==> src/hw/rtl/hds_pkg.sv <==
`default_nettype none
// ----------------------------------------------------------------------------
// hds_pkg: shared types and constants of the heat diffusion stencil step
// Field widths, the queue depth and the job format passed from front to back.
// ----------------------------------------------------------------------------
package hds_pkg;

  localparam int FIELD_BITS  = 32;              // sample and result field width
  localparam int RATIO_BITS  = 16;              // diffusion ratio register width
  localparam int DIFF_BITS   = FIELD_BITS + 2;  // widest neighbour difference
  localparam int QUEUE_DEPTH = 4;
  localparam int QPTR_BITS   = $clog2(QUEUE_DEPTH);

  // One update: result = base + floor(diff * r / 2^FRAC_BITS).
  typedef struct packed {
    logic signed [FIELD_BITS-1:0] base;
    logic signed [DIFF_BITS-1:0]  diff;
    logic                         done;
  } op_t;

  // Everything one accepted sample causes: one or two updates.
  typedef struct packed {
    op_t  first;
    op_t  second;
    logic two;
  } job_t;

  // Queue status seen by the back end.
  typedef struct packed {
    logic not_empty;
    logic full;
  } queue_status_t;

endpackage : hds_pkg
`default_nettype wire

==> src/hw/rtl/heat_diffusion_stencil_step_top.sv <==
`default_nettype none
// ----------------------------------------------------------------------------
// heat_diffusion_stencil_step_top: one explicit time step of 1-D heat flow
// Takes one row of Q16.16 temperatures per stream and emits the row after one
// explicit time step, with mirrored ends and saturated results.
// ----------------------------------------------------------------------------
// Usage. Samples of a row enter on the s_ stream in order, one beat each, with
// s_tlast on the last sample of the row. Results leave on the m_ stream in
// grid order, with m_tlast on the final result of the row. The first sample of
// a row yields no beat, each later sample yields the result of the point
// before it, and the last sample yields one more beat for the end point. A row
// of one sample comes back unchanged. The diffusion ratio r = dt/dx^2 is
// loaded through the cfg_ channel; the user must do so only while the block
// is idle; the block itself does not enforce this. cfg_ready is always high
// outside reset. The block takes one beat per cycle while the job queue has
// room; the update pipeline retires one result per cycle while the receiver
// takes them, and a row of N samples yields N results at the output, the
// extra end-point result taking the slot left by the row's first sample.
// Reset clears the delay line, the job queue and the pipeline, and sets r to
// zero. When the receiver stalls, the output register holds its beat, the
// pipeline stops, and the four-job queue keeps taking input until it fills;
// only then does s_tready fall.
// ----------------------------------------------------------------------------
module heat_diffusion_stencil_step_top
  import hds_pkg::*;
#(
  parameter int SAMPLE_BITS = 32,
  parameter int FRAC_BITS   = 16
) (
  input  wire logic                  clk,
  input  wire logic                  rst,
  // Input stream: tdata = sample [31:0]; tlast = row_end.
  input  wire logic                  s_tvalid,
  output      logic                  s_tready,
  input  wire logic [FIELD_BITS-1:0] s_tdata,
  input  wire logic                  s_tlast,
  // Output stream: tdata = new_value [31:0]; tlast = row_done.
  output      logic                  m_tvalid,
  input  wire logic                  m_tready,
  output      logic [FIELD_BITS-1:0] m_tdata,
  output      logic                  m_tlast,
  // Configuration: cfg_data = diffusion_ratio [15:0].
  input  wire logic                  cfg_valid,
  output      logic                  cfg_ready,
  input  wire logic [RATIO_BITS-1:0] cfg_data
);

  // Arithmetic works at the sample width, capped at the field width.
  localparam int WORK_BITS = (SAMPLE_BITS < FIELD_BITS) ? SAMPLE_BITS : FIELD_BITS;

  logic [RATIO_BITS-1:0] diffusion_ratio;
  logic                  accept;
  logic                  push, pop;
  job_t                  push_job, head;
  queue_status_t         status;

  assign s_tready = !status.full;
  assign accept   = s_tvalid && s_tready;
  assign cfg_ready = !rst;

  always_ff @(posedge clk) begin
    if (rst) begin
      diffusion_ratio <= '0;
    end else if (cfg_valid) begin
      diffusion_ratio <= cfg_data;
    end
  end

  hds_front #(
    .WORK_BITS (WORK_BITS)
  ) u_front (
    .clk     (clk),
    .rst     (rst),
    .accept  (accept),
    .sample  (s_tdata),
    .row_end (s_tlast),
    .push    (push),
    .job     (push_job)
  );

  hds_queue u_queue (
    .clk      (clk),
    .rst      (rst),
    .push     (push),
    .push_job (push_job),
    .pop      (pop),
    .head     (head),
    .status   (status)
  );

  hds_back #(
    .WORK_BITS (WORK_BITS),
    .FRAC_BITS (FRAC_BITS)
  ) u_back (
    .clk       (clk),
    .rst       (rst),
    .ratio     (diffusion_ratio),
    .head      (head),
    .status    (status),
    .pop       (pop),
    .out_valid (m_tvalid),
    .out_ready (m_tready),
    .out_value (m_tdata),
    .out_done  (m_tlast)
  );

endmodule : heat_diffusion_stencil_step_top
`default_nettype wire

==> src/hw/rtl/hds_front.sv <==
`default_nettype none
// ----------------------------------------------------------------------------
// hds_front: sample intake and stencil classification
// Holds the two-sample delay line, decides which updates a sample causes and
// writes them as one job into the queue.
// ----------------------------------------------------------------------------
module hds_front
  import hds_pkg::*;
#(
  parameter int WORK_BITS = 32
) (
  input  wire logic                  clk,
  input  wire logic                  rst,
  input  wire logic                  accept,
  input  wire logic [FIELD_BITS-1:0] sample,
  input  wire logic                  row_end,
  output      logic                  push,
  output      job_t                  job
);

  typedef enum logic [2:0] {
    ROW_START = 3'b001,
    ONE_HELD  = 3'b010,
    TWO_HELD  = 3'b100
  } seen_t;

  seen_t                        seen, seen_next;
  logic signed [FIELD_BITS-1:0] older, older_next;
  logic signed [FIELD_BITS-1:0] middle, middle_next;

  logic signed [WORK_BITS-1:0]  s_work;
  logic signed [FIELD_BITS-1:0] s;
  logic signed [DIFF_BITS-1:0]  s_d, mid_d, old_d;

  // Only the low WORK_BITS bits of a sample count, taken as signed.
  assign s_work = sample[WORK_BITS-1:0];
  assign s      = FIELD_BITS'(s_work);
  assign s_d    = DIFF_BITS'(s);
  assign mid_d  = DIFF_BITS'(middle);
  assign old_d  = DIFF_BITS'(older);

  always_comb begin
    seen_next   = seen;
    older_next  = older;
    middle_next = middle;
    push        = 1'b0;
    job         = '0;
    case (seen)
      ROW_START: begin
        if (row_end) begin
          // A row of one sample passes through unchanged.
          job.first.base = s;
          job.first.done = 1'b1;
          push           = accept;
        end else if (accept) begin
          middle_next = s;
          seen_next   = ONE_HELD;
        end
      end
      ONE_HELD, TWO_HELD: begin
        push           = accept;
        job.first.base = middle;
        if (seen == ONE_HELD) begin
          // Mirrored left end: 2r*(right - u) as r*2*(right - u).
          job.first.diff = (s_d - mid_d) <<< 1;
        end else begin
          job.first.diff = old_d + s_d - (mid_d <<< 1);
        end
        if (row_end) begin
          job.two         = 1'b1;
          job.second.base = s;
          job.second.diff = (mid_d - s_d) <<< 1;
          job.second.done = 1'b1;
          if (accept) begin
            older_next  = '0;
            middle_next = '0;
            seen_next   = ROW_START;
          end
        end else if (accept) begin
          older_next  = middle;
          middle_next = s;
          seen_next   = TWO_HELD;
        end
      end
      default: begin
        seen_next = ROW_START;
      end
    endcase
  end

  always_ff @(posedge clk) begin
    if (rst) begin
      seen   <= ROW_START;
      older  <= '0;
      middle <= '0;
    end else begin
      seen   <= seen_next;
      older  <= older_next;
      middle <= middle_next;
    end
  end

endmodule : hds_front
`default_nettype wire

==> src/hw/rtl/hds_queue.sv <==
`default_nettype none
// ----------------------------------------------------------------------------
// hds_queue: job queue between front and back
// A small first-in first-out buffer of jobs so that each side stalls alone.
// ----------------------------------------------------------------------------
module hds_queue
  import hds_pkg::*;
(
  input  wire logic          clk,
  input  wire logic          rst,
  input  wire logic          push,
  input  wire job_t          push_job,
  input  wire logic          pop,
  output      job_t          head,
  output      queue_status_t status
);

  job_t                 entries [QUEUE_DEPTH];
  logic [QPTR_BITS-1:0] wr_ptr;
  logic [QPTR_BITS-1:0] rd_ptr;
  logic [QPTR_BITS:0]   count;
  logic                 do_push, do_pop;

  assign status.not_empty = (count != '0);
  assign status.full      = (count == (QPTR_BITS+1)'(QUEUE_DEPTH));
  assign do_push          = push && !status.full;
  assign do_pop           = pop && status.not_empty;
  assign head             = entries[rd_ptr];

  always_ff @(posedge clk) begin
    if (do_push) begin
      entries[wr_ptr] <= push_job;
    end
  end

  always_ff @(posedge clk) begin
    if (rst) begin
      wr_ptr <= '0;
      rd_ptr <= '0;
      count  <= '0;
    end else begin
      if (do_push) begin
        wr_ptr <= wr_ptr + 1'b1;
      end
      if (do_pop) begin
        rd_ptr <= rd_ptr + 1'b1;
      end
      if (do_push && !do_pop) begin
        count <= count + 1'b1;
      end else if (do_pop && !do_push) begin
        count <= count - 1'b1;
      end
    end
  end

endmodule : hds_queue
`default_nettype wire

==> src/hw/rtl/hds_back.sv <==
`default_nettype none
// ----------------------------------------------------------------------------
// hds_back: update pipeline
// Issues queued updates one per cycle unless the queue is empty or the output
// stalls, via a multiply stage and an add, floor, saturate stage into the output register.
// ----------------------------------------------------------------------------
module hds_back
  import hds_pkg::*;
#(
  parameter int WORK_BITS = 32,
  parameter int FRAC_BITS = 16
) (
  input  wire logic                  clk,
  input  wire logic                  rst,
  input  wire logic [RATIO_BITS-1:0] ratio,
  input  wire job_t                  head,
  input  wire queue_status_t         status,
  output      logic                  pop,
  output      logic                  out_valid,
  input  wire logic                  out_ready,
  output      logic [FIELD_BITS-1:0] out_value,
  output      logic                  out_done
);

  localparam int PROD_BITS = DIFF_BITS + RATIO_BITS + 1;
  localparam int SUM_BITS  = PROD_BITS + 1;
  localparam logic signed [SUM_BITS-1:0] SAT_HI =
    (SUM_BITS'(1) << (WORK_BITS - 1)) - SUM_BITS'(1);
  localparam logic signed [SUM_BITS-1:0] SAT_LO = ~SAT_HI;

  logic                         sel;
  logic                         advance, issue;
  op_t                          op;
  logic signed [RATIO_BITS:0]   ratio_s;
  logic signed [PROD_BITS-1:0]  prod_next;

  logic                         m_valid;
  logic                         m_done;
  logic signed [FIELD_BITS-1:0] m_base;
  logic signed [PROD_BITS-1:0]  m_prod;

  logic signed [PROD_BITS-1:0]  scaled;
  logic signed [SUM_BITS-1:0]   sum, clamped;

  assign advance   = !out_valid || out_ready;
  assign issue     = advance && status.not_empty;
  assign pop       = issue && (!head.two || sel);
  assign op        = sel ? head.second : head.first;
  assign ratio_s   = $signed({1'b0, ratio});
  assign prod_next = op.diff * ratio_s;

  // Arithmetic shift right is the floor of the scaled product.
  assign scaled = m_prod >>> FRAC_BITS;
  assign sum    = SUM_BITS'(m_base) + SUM_BITS'(scaled);

  always_comb begin
    if (sum > SAT_HI) begin
      clamped = SAT_HI;
    end else if (sum < SAT_LO) begin
      clamped = SAT_LO;
    end else begin
      clamped = sum;
    end
  end

  always_ff @(posedge clk) begin
    if (rst) begin
      sel       <= 1'b0;
      m_valid   <= 1'b0;
      out_valid <= 1'b0;
    end else if (advance) begin
      if (issue) begin
        sel <= head.two && !sel;
      end
      m_valid   <= issue;
      out_valid <= m_valid;
    end
  end

  always_ff @(posedge clk) begin
    if (advance) begin
      m_base    <= op.base;
      m_done    <= op.done;
      m_prod    <= prod_next;
      out_value <= clamped[FIELD_BITS-1:0];
      out_done  <= m_done;
    end
  end

endmodule : hds_back
`default_nettype wire

==> config.mk <==
export PLATFORM = sky130hd
export DESIGN_NAME = heat_diffusion_stencil_step_top
export DESIGN_NICKNAME = d
export VERILOG_FILES = /design/src/hw/rtl/hds_pkg.sv /design/src/hw/rtl/heat_diffusion_stencil_step_top.sv /design/src/hw/rtl/hds_front.sv /design/src/hw/rtl/hds_queue.sv /design/src/hw/rtl/hds_back.sv
export SDC_FILE = /design/constraint.sdc
export NUM_CORES = 2
export LEC_CHECK = 0
export BUFFER_PORTS_ARGS = -buffer_cell sky130_fd_sc_hd__buf_2
export CAP_MARGIN = 20
export CORE_ASPECT_RATIO = 0.5
export CORE_MARGIN = 5
export CORE_UTILIZATION = 59
export DETAILED_ROUTE_END_ITERATION = 10
export PLACE_DENSITY = 0.79
export SLEW_MARGIN = 20
export SYNTH_ARGS = -nofsm -noshare
export SYNTH_HDL_FRONTEND = slang
export SYNTH_SLANG_ARGS = --single-unit
export TNS_END_PERCENT = 10
==> constraint.sdc <==
create_clock -name clk -period 8.1 [get_ports clk]
set_clock_uncertainty 0.15 [all_clocks]
set_input_delay 1.215 -clock clk [delete_from_list [all_inputs] [get_ports clk]]
set_output_delay 1.215 -clock clk [all_outputs]
set_load 0.005 [all_outputs]
### Word level (Yosys, flattened, before mapping)

Memories as Yosys holds them, arrays and structs flattened. A register that Yosys moved wholly into a read port is not among the register bits.
Index checks and enable logic that the tools add are counted.

| operators by class | value |
|---|---|
| add/sub/neg operators | 9 |
| $mul | 1 |
| div/mod/pow operators | 0 |
| $lt $le $gt $ge | 2 |
| equal/unequal tests | 8 |
| shifts and indexed selects | 0 |
| muxes and demuxes | 31 |
| bitwise operators | 0 |
| reductions and logical operators | 25 |

Operator list:

| cell | number |
|---|---|
| 32-bit two-way mux | 8 |
| 68-bit two-way mux | 2 |
| 32-bit case mux with 2 select lines | 2 |
| 34-bit two-way mux | 2 |
| 67-bit two-way mux | 1 |
| 32-bit by 32-bit subtractor with 33-bit output | 2 |
| 34-bit by 17-bit multiplier with 51-bit output | 1 |
| 32-bit by 35-bit adder with 36-bit output | 1 |
| 36-bit by 32-bit greater-than comparator with 1-bit output, second input constant | 1 |
| 36-bit by 32-bit less-than comparator with 1-bit output, second input constant | 1 |
| 33-bit by 33-bit subtractor with 34-bit output | 1 |
| 32-bit by 32-bit adder with 33-bit output | 1 |
| 3-bit two-way mux | 7 |
| 1-bit logical AND | 8 |
| 1-bit logical NOT | 7 |
| 3-bit == test, second input constant | 2 |
| 3-bit case mux with 2 select lines | 1 |
| 3-bit AND reduction | 2 |
| 1-bit two-way mux | 5 |
| 2-bit by 1-bit adder with 2-bit output, second input constant | 2 |
| 2-bit two-way mux | 2 |
| 2-bit by 1-bit inequality test with 1-bit output, second input constant | 2 |
| 2-bit AND reduction | 2 |
| 2-bit nonzero test | 2 |
| 10 further kinds | 11 |

| word-level totals | value |
|---|---|
| flip-flop bits (word level) | 210 |
| bits in latches | 0 |
| memory bits (writable) | 540 |
| memory bits (read-only) | 0 |
| bits of input ports | 54 |
| output and inout bits | 36 |
| logic and storage cells | 92 |
| memories | 1 |

Memory list:

| name | depth | bits a word | rd ports | clocked after Yosys merged registers in | wr ports | RTL line | source |
|---|---|---|---|---|---|---|---|
| u_queue.entries | 4 | 135 | 1 | 1 | 1 | hds_queue.sv:18 | `job_t entries [QUEUE_DEPTH];` |

### Longest topological paths before layout

| depth | value |
|---|---|
| word-level depth | 10 |
| mapped depth | 31 |
| depth with buffers taken out | 27 |

### Cells and area by module

A second synthesis with hierarchy kept.

| unflattened totals | value |
|---|---|
| cells, all modules | 4888 |
| area, all modules | 54955.2 um^2 |

Modules (own cells, without submodules):

| module | times used | cells an instance | area an instance (um^2) | sequential area each (um^2) |
|---|---|---|---|---|
| hds_back | 1 | 2597 | 24491.0 | 3093.0 |
| hds_queue | 1 | 753 | 19906.6 | 16395.7 |
| hds_front | 1 | 1483 | 9962.1 | 1341.3 |
| heat_diffusion_stencil_step_top | 1 | 55 | 595.6 | 320.3 |

### Worst setup path before layout

Ideal clock, no wire load.

| timing | value |
|---|---|
| kind | register -> register |
| start | register (tool-made name) |
| end | register u_back.m_prod[50], data pin |
| library setup time | 264 ps |
| arrival | 7830 ps |
| data required time | 7686 ps |
| path slack | -144 ps |
| cell stages (with the launch flop) | 30 |
| path through | dfxtp_1 > clkbuf_1 > buf_2 > buf_1 > mux4_2 > nand2_1 > nand2_1 > buf_2 > nand2_1 > fa_1 > fa_1 > fa_1 > inv_1 > fa_1 > fa_1 > inv_1 > fa_1 > inv_1 > ha_1 > a21o_1 > a21o_1 > a21o_1 > a21o_1 > a21o_1 > a31o_2 > a221oi_2 > o21a_1 > o21ai_1 > a211oi_1 > xnor2_1 |

RTL lines:

| element | RTL line | source |
|---|---|---|
| to (signal assigned) | hds_back.sv:84 | `m_prod <= prod_next;` |
| to (decl) | hds_back.sv:40 | `logic signed [PROD_BITS-1:0] m_prod;` |

==> results.md <==
- Port Buf Inserts: 89
- Max-slew violation total from the final report: 0
- Total leakage power: 24.34 nW
- CTS sink count: 728
- Flip-flop and latch count after synthesis: 728
- Syn_nets: 5,597
- Synth cell count leaders: sky130_fd_sc_hd__inv_1, sky130_fd_sc_hd__nand2_1, sky130_fd_sc_hd__edfxtp_1
- Sum of routed wire segments on met1: 55,900 µm
- Die Span X: 435.8 µm
- Maximum number of pins on one net before global-route repair: 102
- Post-synthesis mux area share: 5.975%
- Detailed-route vias per instance: 6.087
- Pwr Total: 26.88 mW
- Fmax: 127.4 MHz
- Most used DFF post-synth: sky130_fd_sc_hd__edfxtp_1
- Top-count cell post-synth: sky130_fd_sc_hd__inv_1
- Multi-input gate area in the final layout: 0.02894 mm²
- Post-synth top area share: 35.54%
- Arithmetic-cell share of the synthesized area counting full adders, half adders and majority gates: 26.61%
- Final TNS setup: 0 ns
- Cell-internal power: 14.21 mW
- Critical path capture point type: flip-flop
- Initial antenna violation count: 14
- Number of max-cap violations: 0
- Routed WL: 146,100 µm
- Total of warnings raised by yosys: 0
- Total number of placement rows: 78
- Highest fanout seen on the critical path: 15
- Cell types with the largest area share after synthesis: sky130_fd_sc_hd__edfxtp_1, sky130_fd_sc_hd__fa_1, sky130_fd_sc_hd__ha_1
- Min-Delay Path Class: reg2reg
- Clock transition at path regs: 0.07 ns
- Simple-gate share of the synthesized area: 11.03%
- Pwr per Cell Area: 462.0 mW/mm²
- Number of hold-repair buffers added at the cts stage: 0
- Maximum buffer depth of the clock tree: 3
- Core Util, Final: 64.45%
- Sw Ratio: 47.12%
- Total number of vias: 36,952
- Per-cell routed wire length: 24.06 µm
- Remaining antenna violation count after routing: 0
- Highest-delay cell along the critical path: sky130_fd_sc_hd__fa_1
- Share of the cycle needed by the critical path after routing: 96.89%
- Violation count after the first detailed-routing iteration: 4,519
- Unrepaired setup endpoints after global routing: true
- Met2 routed WL: 67,980 µm
- WS Path Type: reg2reg
- Post-detailed-placement half-perimeter wirelength: 103,300 µm
- Sort of element at the start of the critical path: flip-flop
- Max_slew headroom: 22.42%
- Final Hold Violating Endpoints: 0
- Area Growth Syn to Fin: 8.786%
- Filler instances: 6,525
- Clock root buffer: sky130_fd_sc_hd__clkbuf_16
- Clock latency reported for the late side of the worst-skew pair: 0.67 ns
- Part of the total power dissipated in the clock network: 12.5%
- IO Pins: 90
- Number of search-and-repair iterations in the first detailed-routing pass: 6
- Cell area after technology mapping: 0.05349 mm²
- Cell depth of the worst flop-to-flop path: 27
- Data arrival time of the critical path: 8.10 ns
- Die area: 0.09714 mm²
- Uppermost signal routing layer after detailed routing: met5
- Final routed DRC violation total: 0
- Fin crit period: 7.848 ns
- Met3 wire length: 16,760 µm
- Number of levels in the clock H-tree: 3
- Via count of the first global-routing pass: 38,292
- Effective utilization at floorplan: 59.25%
- Worst IR Drop VDD: 544.9 µV
- Xor-xnor portion of the synthesized cell area: 2.634%
- Tot GR Track Use: 29.97%
- First-pass GRT wire length: 223,900 µm
- Routability cong.: 0.9423
- Share of power burned in combinational logic: 67.4%
- Count of cell types in the netlist: 78
- Final setup violation count: 0
- Compound-cell area share of the yosys netlist: 7.687%
- Number of instances in the synthesized netlist: 4,736
- Sequential standard cell area: 0.02092 mm²
- Largest stage delay on the critical path: 0.57 ns
- Part of the Yosys area used for sequential elements: 39.09%
- Residual overflow from global routing: 0
- Worst hold stages: 0
- Largest family of logic cells by synthesized area: adder cells
- Worst slew pin tran: 1.164 ns
- Outcome: finished, final reports clean
- Dominant cell type by area after synthesis: sky130_fd_sc_hd__edfxtp_1
- Clock tree from TritonCTS: built
- Total number of nets in the final design: 5,662
- Die Height: 222.9 µm
- Synth async-reset ratio: 0%
- EDFF count, synth: 633
- Syn avg cell area: 11.29 µm²
- Proportion of layout cells with a drive suffix above 1: 11.24%
- Top cell by count, worst path: sky130_fd_sc_hd__fa_1
- Placeable core area: 0.09027 mm²
- Sequential Power Share: 20.2%
- Cts bufs inserted: 67
- Net switching power figure: 12.67 mW
- Endpoint required time on the critical path: 8.35 ns
state kept, by name, summed over array words and instances (netlist names), named ones only:
name	cells
u_back.out_valid	1
u_front.older	32
u_front.middle	32
u_back.out_value	32
u_back.m_base	32
u_back.sel	1
u_queue.entries	532
diffusion_ratio	16
u_queue.count	3
u_back.m_done	1
u_back.out_done	1
u_queue.rd_ptr	2
u_front.seen	3
u_back.m_valid	1
u_back.m_prod	35
u_queue.wr_ptr	2
power groups by stage:
| stage | clock (mW) | sequential, mW | combinational (mW) |
|---|---|---|---|
| finish | 3.35 | 5.42 | 18.1 |
| detailed placement | 0 | 5.48 | 17.4 |
| floorplan | 0 | 5.36 | 12.4 |
| global route | 3.56 | 5.45 | 20.2 |
| CTS | 3.35 | 5.41 | 17.7 |
| global placement | 0 | 5.46 | 17.1 |
cells by family (layout without fill, tap and decap cells):
kind of cell / Yosys count / in the layout
xor gates and xnor gates: 160 / 160
muxes: 153 / 153
DFF: 728 / 728
other: 0 / 15
AOI/OAI and AO/OA: 623 / 623
and+or+nand+nor: 1294 / 1294
buffers and inverters: 971 / 1091
adders and majority gates: 807 / 807
layout by cell type (no fill, tap or decap), drive strengths merged, types with 8 or more instances in the layout:
| cell type | count |
|---|---|
| nor3 | 53 |
| inv | 756 |
| clkbuf | 80 |
| o21a | 13 |
| a21oi | 218 |
| o21ai | 112 |
| buf | 219 |
| xnor2 | 96 |
| nor2 | 198 |
| o211ai | 14 |
| edfxtp | 633 |
| nor2b | 51 |
| nand4 | 21 |
| a22o | 34 |
| nand3 | 26 |
| mux4 | 133 |
| dfxtp | 95 |
| o22ai | 27 |
| or2 | 9 |
| mux2i | 20 |
| a211oi | 18 |
| clkinv | 26 |
| a21o | 91 |
| a31oi | 14 |
| ha | 256 |
| and3 | 28 |
| diode | 15 |
| and2 | 193 |
| xor2 | 64 |
| nand2b | 33 |
| nand2 | 656 |
| or3 | 8 |
| fa | 551 |
| o21bai | 23 |
worst paths after layout:
kind	from	to	slack, ns
hold reg to reg	u_back.m_done	u_back.out_done	0.29
setup reg to reg	flip-flop	u_back.m_prod[49]	0.25
setup / recovery	flip-flop	u_back.m_prod[49]	0.25
hold / removal	u_back.m_done	u_back.out_done	0.29
critical path: cells and delay by family, from the launching register on:
| kind | cells | cell delay (ns) |
|---|---|---|
| AOI/OAI and AO/OA | 9 | 1.96 |
| buffers and inverters | 5 | 0.63 |
| DFF | 1 | 0.47 |
| and+or+nand+nor | 4 | 0.58 |
| xor gates and xnor gates | 1 | 0.09 |
| adders and majority gates | 7 | 3.17 |
| muxes | 1 | 0.52 |
layer usage:
layer	GRT usage, %	vias up
met5	0	-
met4	10.49	6
met3	6.485	370
met2	47.35	2215
met1	41.74	18520
li1	-	15841
cell type report:
cell class	count	share of cell area, %
well taps	1200	2.580
multi-input cells	3037	49.74
flip-flops and latches	728	35.95
clock buffers	77	3.053
inverters	745	4.815
clock inverters	47	0.8107
diodes	15	0.06451
repair buffers	222	2.980
repair_timing:
item	in CTS	in global routing
gates resized for setup	0	28
endpoints found under the setup margin	0	18
setup buffers	0	10
stage by stage:
| step | std cells | cell area, µm² | hold WS [ns] | setup slack, ns |
|---|---|---|---|---|
| floorplan | 4736 | 53490 | 0.2503 | 0.1226 |
| CTS | 6043 | 57880 | 0.2937 | 0.01642 |
| detailed placement | 5919 | 55640 | 0.2835 | 0.1172 |
| global route | 6058 | 58150 | 0.2927 | -0.1211 |
| global placement | 5917 | 55580 | 0.2545 | 0.2328 |
| finish | 6071 | 58190 | 0.2949 | 0.2516 |
Note: power is estimated with default switching activity, not from simulation.
